==> src/hdl/ra_pkg.sv <==
// Shared types and constants for the rank assignment block.
`timescale 1ns / 1ps
`default_nettype none
package ra_pkg;

    localparam int VALUE_W = 32;
    localparam int RANK_W  = 6;

    typedef logic signed [VALUE_W-1:0] value_t;

    typedef struct packed {
        logic load_key;
        logic compare;
    } ra_ctl_t;

endpackage
`default_nettype wire

==> src/hdl/ra_ram.sv <==
// Generic single-write, single-read RAM with registered read data.
`timescale 1ns / 1ps
`default_nettype none
module ra_ram #(
    parameter int WIDTH = 32,
    parameter int DEPTH = 64
) (
    input  wire logic                     clk,
    input  wire logic                     we,
    input  wire logic [$clog2(DEPTH)-1:0] waddr,
    input  wire logic [WIDTH-1:0]         wdata,
    input  wire logic [$clog2(DEPTH)-1:0] raddr,
    output logic      [WIDTH-1:0]         rdata
);

    logic [WIDTH-1:0] mem [DEPTH];

    always_ff @(posedge clk)
    begin
        if (we)
        begin
            mem[waddr] <= wdata;
        end
        rdata <= mem[raddr];
    end

endmodule
`default_nettype wire

==> src/hdl/ra_rank_unit.sv <==
// Shared signed comparator and less-than counter for one rank.
`timescale 1ns / 1ps
`default_nettype none
module ra_rank_unit #(
    parameter int CNT_W = 7
) (
    input  wire logic             clk,
    input  wire logic             rst_n,
    input  wire ra_pkg::ra_ctl_t  ctl,
    input  wire ra_pkg::value_t   rd_data,
    output logic      [CNT_W-1:0] less
);
    import ra_pkg::*;

    value_t           key_reg;
    logic [CNT_W-1:0] less_reg;
    logic [CNT_W-1:0] less_next;
    logic             lt;

    assign lt = rd_data < key_reg;

    always_comb
    begin
        less_next = less_reg;
        if (ctl.load_key)
        begin
            less_next = '0;
        end
        else if (ctl.compare && lt)
        begin
            less_next = less_reg + CNT_W'(1);
        end
    end

    always_ff @(posedge clk)
    begin
        if (ctl.load_key)
        begin
            key_reg <= rd_data;
        end
    end

    always_ff @(posedge clk or negedge rst_n)
    begin
        if (!rst_n)
        begin
            less_reg <= '0;
        end
        else
        begin
            less_reg <= less_next;
        end
    end

    assign less = less_reg;

endmodule
`default_nettype wire

==> src/hdl/rank_assignment.sv <==
// Rank assignment: loads signed values, then emits each value's ascending rank.
// Loading accepts one value per cycle; the block is ready for the next at once.
// On the last value, each result takes a key fetch (FETCH, KEY), one RAM read per
// stored value through the single comparator (SCAN), then output (OUT), which
// waits for m_axis_tready before the next result starts.
// Reset (rst_n, asynchronous, active low) empties the set and clears overflow.
`timescale 1ns / 1ps
`default_nettype none
module rank_assignment #(
    parameter int MAX_ITEMS = 64
) (
    input  wire logic        clk,
    input  wire logic        rst_n,
    input  wire logic        s_axis_tvalid,
    output logic             s_axis_tready,
    input  wire logic [31:0] s_axis_tdata,  // [31:0] value
    input  wire logic        s_axis_tlast,  // last_value
    output logic             m_axis_tvalid,
    input  wire logic        m_axis_tready,
    output logic      [7:0]  m_axis_tdata,  // [5:0] rank, [7:6] zero
    output logic             m_axis_tlast,  // last_rank
    output logic             m_axis_tuser   // overflow
);
    import ra_pkg::*;

    localparam int ADDR_W = $clog2(MAX_ITEMS);
    localparam int CNT_W  = $clog2(MAX_ITEMS + 1);
    localparam logic [CNT_W-1:0] MAX_CNT = CNT_W'(MAX_ITEMS);

    localparam logic [2:0] ST_IDLE  = 3'd0;
    localparam logic [2:0] ST_FETCH = 3'd1;
    localparam logic [2:0] ST_KEY   = 3'd2;
    localparam logic [2:0] ST_SCAN  = 3'd3;
    localparam logic [2:0] ST_OUT   = 3'd4;

    logic [2:0]        state_reg, state_next;
    logic [CNT_W-1:0]  count_reg, count_next;
    logic              ovf_reg, ovf_next;
    logic [ADDR_W-1:0] k_reg, k_next;
    logic [CNT_W-1:0]  j_reg, j_next;

    logic              we;
    logic [ADDR_W-1:0] waddr;
    logic [ADDR_W-1:0] raddr;
    logic [31:0]       rdata;
    ra_ctl_t           ctl;
    logic [CNT_W-1:0]  less;
    logic              s_xfer;
    logic              is_last;
    logic [CNT_W+RANK_W-1:0] rank_wide;

    assign s_xfer  = s_axis_tvalid && s_axis_tready;
    assign is_last = CNT_W'(k_reg) == (count_reg - CNT_W'(1));

    always_comb
    begin
        state_next   = state_reg;
        count_next   = count_reg;
        ovf_next     = ovf_reg;
        k_next       = k_reg;
        j_next       = j_reg;
        we           = 1'b0;
        waddr        = count_reg[ADDR_W-1:0];
        raddr        = '0;
        ctl.load_key = 1'b0;
        ctl.compare  = 1'b0;
        case (state_reg)
            ST_IDLE:
            begin
                if (s_xfer)
                begin
                    if (count_reg < MAX_CNT)
                    begin
                        we         = 1'b1;
                        count_next = count_reg + CNT_W'(1);
                    end
                    else
                    begin
                        ovf_next = 1'b1;
                    end
                    if (s_axis_tlast)
                    begin
                        k_next     = '0;
                        state_next = ST_FETCH;
                    end
                end
            end
            ST_FETCH:
            begin
                raddr      = k_reg;
                state_next = ST_KEY;
            end
            ST_KEY:
            begin
                ctl.load_key = 1'b1;
                raddr        = '0;
                j_next       = CNT_W'(1);
                state_next   = ST_SCAN;
            end
            ST_SCAN:
            begin
                ctl.compare = 1'b1;
                if (j_reg == count_reg)
                begin
                    state_next = ST_OUT;
                end
                else
                begin
                    raddr  = j_reg[ADDR_W-1:0];
                    j_next = j_reg + CNT_W'(1);
                end
            end
            ST_OUT:
            begin
                if (m_axis_tready)
                begin
                    if (is_last)
                    begin
                        count_next = '0;
                        ovf_next   = 1'b0;
                        state_next = ST_IDLE;
                    end
                    else
                    begin
                        k_next     = k_reg + ADDR_W'(1);
                        state_next = ST_FETCH;
                    end
                end
            end
            default:
            begin
                state_next = ST_IDLE;
            end
        endcase
    end

    always_ff @(posedge clk or negedge rst_n)
    begin
        if (!rst_n)
        begin
            state_reg <= ST_IDLE;
            count_reg <= '0;
            ovf_reg   <= 1'b0;
            k_reg     <= '0;
            j_reg     <= '0;
        end
        else
        begin
            state_reg <= state_next;
            count_reg <= count_next;
            ovf_reg   <= ovf_next;
            k_reg     <= k_next;
            j_reg     <= j_next;
        end
    end

    ra_ram #(
        .WIDTH(VALUE_W),
        .DEPTH(MAX_ITEMS)
    ) u_store (
        .clk  (clk),
        .we   (we),
        .waddr(waddr),
        .wdata(s_axis_tdata),
        .raddr(raddr),
        .rdata(rdata)
    );

    ra_rank_unit #(
        .CNT_W(CNT_W)
    ) u_rank (
        .clk    (clk),
        .rst_n  (rst_n),
        .ctl    (ctl),
        .rd_data(value_t'(rdata)),
        .less   (less)
    );

    assign rank_wide     = {{RANK_W{1'b0}}, less};
    assign s_axis_tready = state_reg == ST_IDLE;
    assign m_axis_tvalid = state_reg == ST_OUT;
    assign m_axis_tdata  = {2'b00, rank_wide[RANK_W-1:0]};
    assign m_axis_tlast  = is_last;
    assign m_axis_tuser  = ovf_reg;

endmodule
`default_nettype wire
==> config.mk <==
export PLATFORM = sky130hd
export DESIGN_NAME = rank_assignment
export DESIGN_NICKNAME = d
export VERILOG_FILES = /design/src/hdl/ra_pkg.sv /design/src/hdl/ra_ram.sv /design/src/hdl/ra_rank_unit.sv /design/src/hdl/rank_assignment.sv
export SDC_FILE = /design/constraint.sdc
export NUM_CORES = 2
export LEC_CHECK = 0
export BUFFER_PORTS_ARGS = -buffer_cell sky130_fd_sc_hd__buf_4
export CAP_MARGIN = 20
export CORE_MARGIN = 10
export CORE_UTILIZATION = 55
export CTS_BUF_LIST = sky130_fd_sc_hd__clkbuf_16
export CTS_CLUSTER_SIZE = 8
export DETAILED_ROUTE_END_ITERATION = 8
export PLACE_DENSITY_LB_ADDON = 0.1
export SLEW_MARGIN = 20
export SYNTH_ARGS = -nofsm -noshare
export SYNTH_HDL_FRONTEND = slang
export SYNTH_SLANG_ARGS = --single-unit
==> constraint.sdc <==
create_clock -name clk -period 3.2 [get_ports clk]
set_input_delay 0.48 -clock clk [delete_from_list [all_inputs] [get_ports clk]]
set_output_delay 0.48 -clock clk [all_outputs]
set_load 0.01 [all_outputs]
==> summary.txt <==
Clocking
  – Clock transition at path regs: 0.05 ns
  – Clock Latency Late Sink: 0.94 ns
  – CTS Root Buffer Type: clkbuf_16
  – CTS tree: built
  – H-tree depth: 5
  – # clock sinks: 2,142
  – TritonCTS buffer count: 317
  – Clock Tree Buf Depth: 4

Place
  – Gp weighted congestion: 0.958
  – Placed cell count: 8,782
  – HPWL after detailed placement: 182 mm
  – Area after DPL: ~95,000 um2
  – Port Buf Inserts: 46

Synthesis
  – Top-count cell post-synth: edfxtp_1
  – Synth Area in Compound Gates: 6.63%
  – Cells after synthesis: between 6,000 and 7,000
  – Dominant combinational cell family by area after synthesis: simple AND/OR/NAND/NOR gates
  – Cell area after synthesis: between 80,000 and 90,000 um2
  – Synth Area in Adders: 0.524%
  – Number of synthesized flops with an enable pin: 2,080
  – Post-Synth XOR/XNOR Area: 0.192%
  – Synth Warn #: 0
  – Top cells by area, synth: edfxtp_1 73%, nand2_1 7.1%, nand3_1 4.2%
  – Count of cell types in the netlist: 85
  – Top cells by instance count after synthesis: 2,080 x edfxtp_1, 1,629 x nand2_1, 722 x nand3_1, 221 x buf_2, 186 x mux2i_1
  – Ys async rst share: 1.40%
  – Sequential share of the synthesized area: 74.3%
  – Top cell type's share of synthesized area: 72.7%
  – Area leader, netlist: edfxtp_1
  – Post-Synth Simple-Gate Area: 13.0%
  – Synth Flop Type: edfxtp_1
  – #FFs+latches synth: 2,142
  – Syn avg cell area: roughly 14 um2
  – Mux contribution to synthesized area: approximately 2.5%

Global route
  – GR Overflow Total: 0
  – GRT Resource Usage Total: 35.4%
  – First-pass GRT wire length: 438 mm
  – Pin count of the biggest net entering global routing: 65
  – Initial antenna violation count: 17
  – Vias in the first global route: 59,200

STA
  – Max-slew violation count: 0
  – Final hold viol count: 0
  – Final WS setup: -0.368 ns
  – Relative slew slack: 33.4%
  – Slew at the pin closest to its max-slew limit: around 1 ns
  – RSZ-0062 raised after global routing: true
  – Peak Freq: 280 MHz
  – Period Utilization, post-route: 112%
  – Min cycle time layout: 3.57 ns
  – Final setup fails: 33
  – Final hold slack: 0.0349 ns
  – Worst clock skew: 0.0726 ns

Cells and area
  – Nets: 7,317
  – Area Overhead vs Synth: 27.5%
  – Final cell count without fillers: 9,444
  – Layout cells sized above 1: 24.2%
  – Max reg flops: about 2,000
  – Fin area: between 100,000 and 150,000 um2

Setup path
  – Most common cell on crit path: buf_12
  – Startpoint types: flip-flop
  – Critical path class: flip-flop to flip-flop
  – Slowest CP cell: or3_4
  – CP Max Fanout: 25
  – Data required time of the critical path: 3.97 ns
  – Crit. End Element: flip-flop
  – Max incr delay on CP: 0.48 ns
  – Worst EP arrival: 4.34 ns
  – CP Cell Sequence: nor3b_4 > buf_6 > a2111oi_4 > buf_6 > a21o_4 > buf_12 > buf_12 > buf_12 > a211oi_4 > a311oi_2 > a31oi_4 > a31oi_4 > or3_4 > a22o_1

Flow run
  – Max Cap Viol: 0

Floorplan
  – DIE AREA: 172,000 um2
  – FP Rows: around 150
  – Core area: 156,000 um2
  – Die Ht: 415 um
  – Ports: 49
  – Initial cell density of the core: 55.2%
  – Die W: 415 um

Route
  – WL final: 316 mm
  – Drt first-iter violations: 9,934
  – Drt pass-1 iters: 6
  – Drt wl/cell: 33.5 um
  – ANT nets after route: 0
  – DR DRC count: 0
  – Via count: 62,000
  – Vias per cell: around 6.6

Status
  – Status: finished with violations
  – Violated checks: negative setup slack

Power
  – Peak VDD IR: about 0.7 mV
  – Power density over the cells: roughly 1100 nW/um2
  – Leakage Power: a little under 40 nW

Min path
  – Hold/Removal Path Class: input port to async pin
==> cell families (layout without fill, tap and decap cells) <==
| kind of cell | after synthesis | after routing |
|---|---|---|
| muxes | 201 | 201 |
| AOI/OAI and AO/OA | 789 | 789 |
| other | 1 | 10 |
| adders and majority gates | 36 | 36 |
| xor gates and xnor gates | 18 | 18 |
| buffers and inverters | 507 | 1571 |
| DFF | 2142 | 2142 |
| and+or+nand+nor | 2619 | 2619 |
==> cells in the final DEF (no fill, tap or decap), drive strengths merged, types with 21 or more instances in the layout <==
master / Yosys / routed
mux2i: 186 / 186
a21oi: 141 / 141
a311oi: 135 / 135
a211oi: 132 / 132
o21ai: 64 / 64
ha: 36 / 36
o22ai: 38 / 38
inv: 90 / 215
a32oi: 35 / 35
edfxtp: 2080 / 2080
dfxtp: 32 / 32
nor2: 109 / 109
nand2: 1633 / 1633
buf: 335 / 993
a21o: 21 / 21
dfrtp: 30 / 30
clkbuf: 82 / 339
and3: 59 / 59
nand3: 722 / 722
a31oi: 91 / 91
nand4: 22 / 22
==> routing by layer <==
metal,GRT usage [%],vias to the layer above,routed length (um)
li1,-,25500,-
met1,46.3,30800,112000
met2,52.9,4653,141000
met3,10.3,1023,43300
met4,20.0,14,20400
met5,0,-,91
==> layout make-up <==
cell class                      instances  area, um2
Fill cell                           10100      46300
Tap cell                             2058       2570
Timing Repair Buffer                 1028      11700
Sequential cell                      2142      63900
Inverter                               90        338
Multi-Input combinational cell       3665      22400
Clock inverter                        129        527
Antenna cell                            8       20.0
Clock buffer                          324       8110
==> worst paths after layout <==
path	startpoint	to	slack, ns	cells after the start
min reg2reg	u_store.rdata[0]$_DFF_P_	u_rank.key_reg[0]$_DFFE_PP_	0.43	0
max in group asynchronous	rst_n	j_reg[5]$_DFFE_PN0P_	2.87	2
max	state_reg[1]$_DFFE_PN0P_	u_store.rdata[6]$_DFF_P_	-0.37	14
min in group clk	s_axis_tvalid	m_axis_tuser$_DFFE_PN0P_	0.05	4
max reg2reg	state_reg[1]$_DFFE_PN0P_	u_store.rdata[6]$_DFF_P_	-0.37	14
min	rst_n	u_rank.less[5]$_DFFE_PN0P_	0.03	2
==> per-stage QoR <==
stage	power [mW]	TNS, ns	utilization (%)	setup WS, ns
2_1_floorplan	53.6	-151.60	-	-0.195
3_3_place_gp	75.1	-14.23	61.2	-1.65
3_5_place_dp	75.5	-14.34	61.2	-0.991
4_1_cts	111	-6.24	68.8	-0.371
5_1_grt	120	-8.09	70.3	-0.403
6_report	116	-6.36	70.3	-0.368
==> power by group <==
part,internal [mW],switching (mW)
Sequential,31.4,0.501
Combinational,22.9,32.3
Clock,17.8,11.5
Total,72.2,44.3
==> critical path: cells and delay by family, from the launching register on <==
| family | cells | cell delay, ns |
|---|---|---|
| AO/OA/AOI/OAI | 7 | 1.27 |
| flip-flops | 1 | 0.41 |
| AND/OR/NAND/NOR | 2 | 0.85 |
| buffers and inverters | 5 | 0.85 |
==> timing repair <==
| action | in CTS | in global routing |
|---|---|---|
| setup buffers | 102 | 85 |
| resized for setup | 302 | 308 |
| hold endpoints to repair | 34 | 0 |
| pin swaps | 85 | 134 |
| endpoints found under the setup margin | 35 | 37 |
| hold buffers | 3 | 0 |
| gates cloned | 25 | 15 |
No activity file was read; power rests on OpenSTA's default activity.
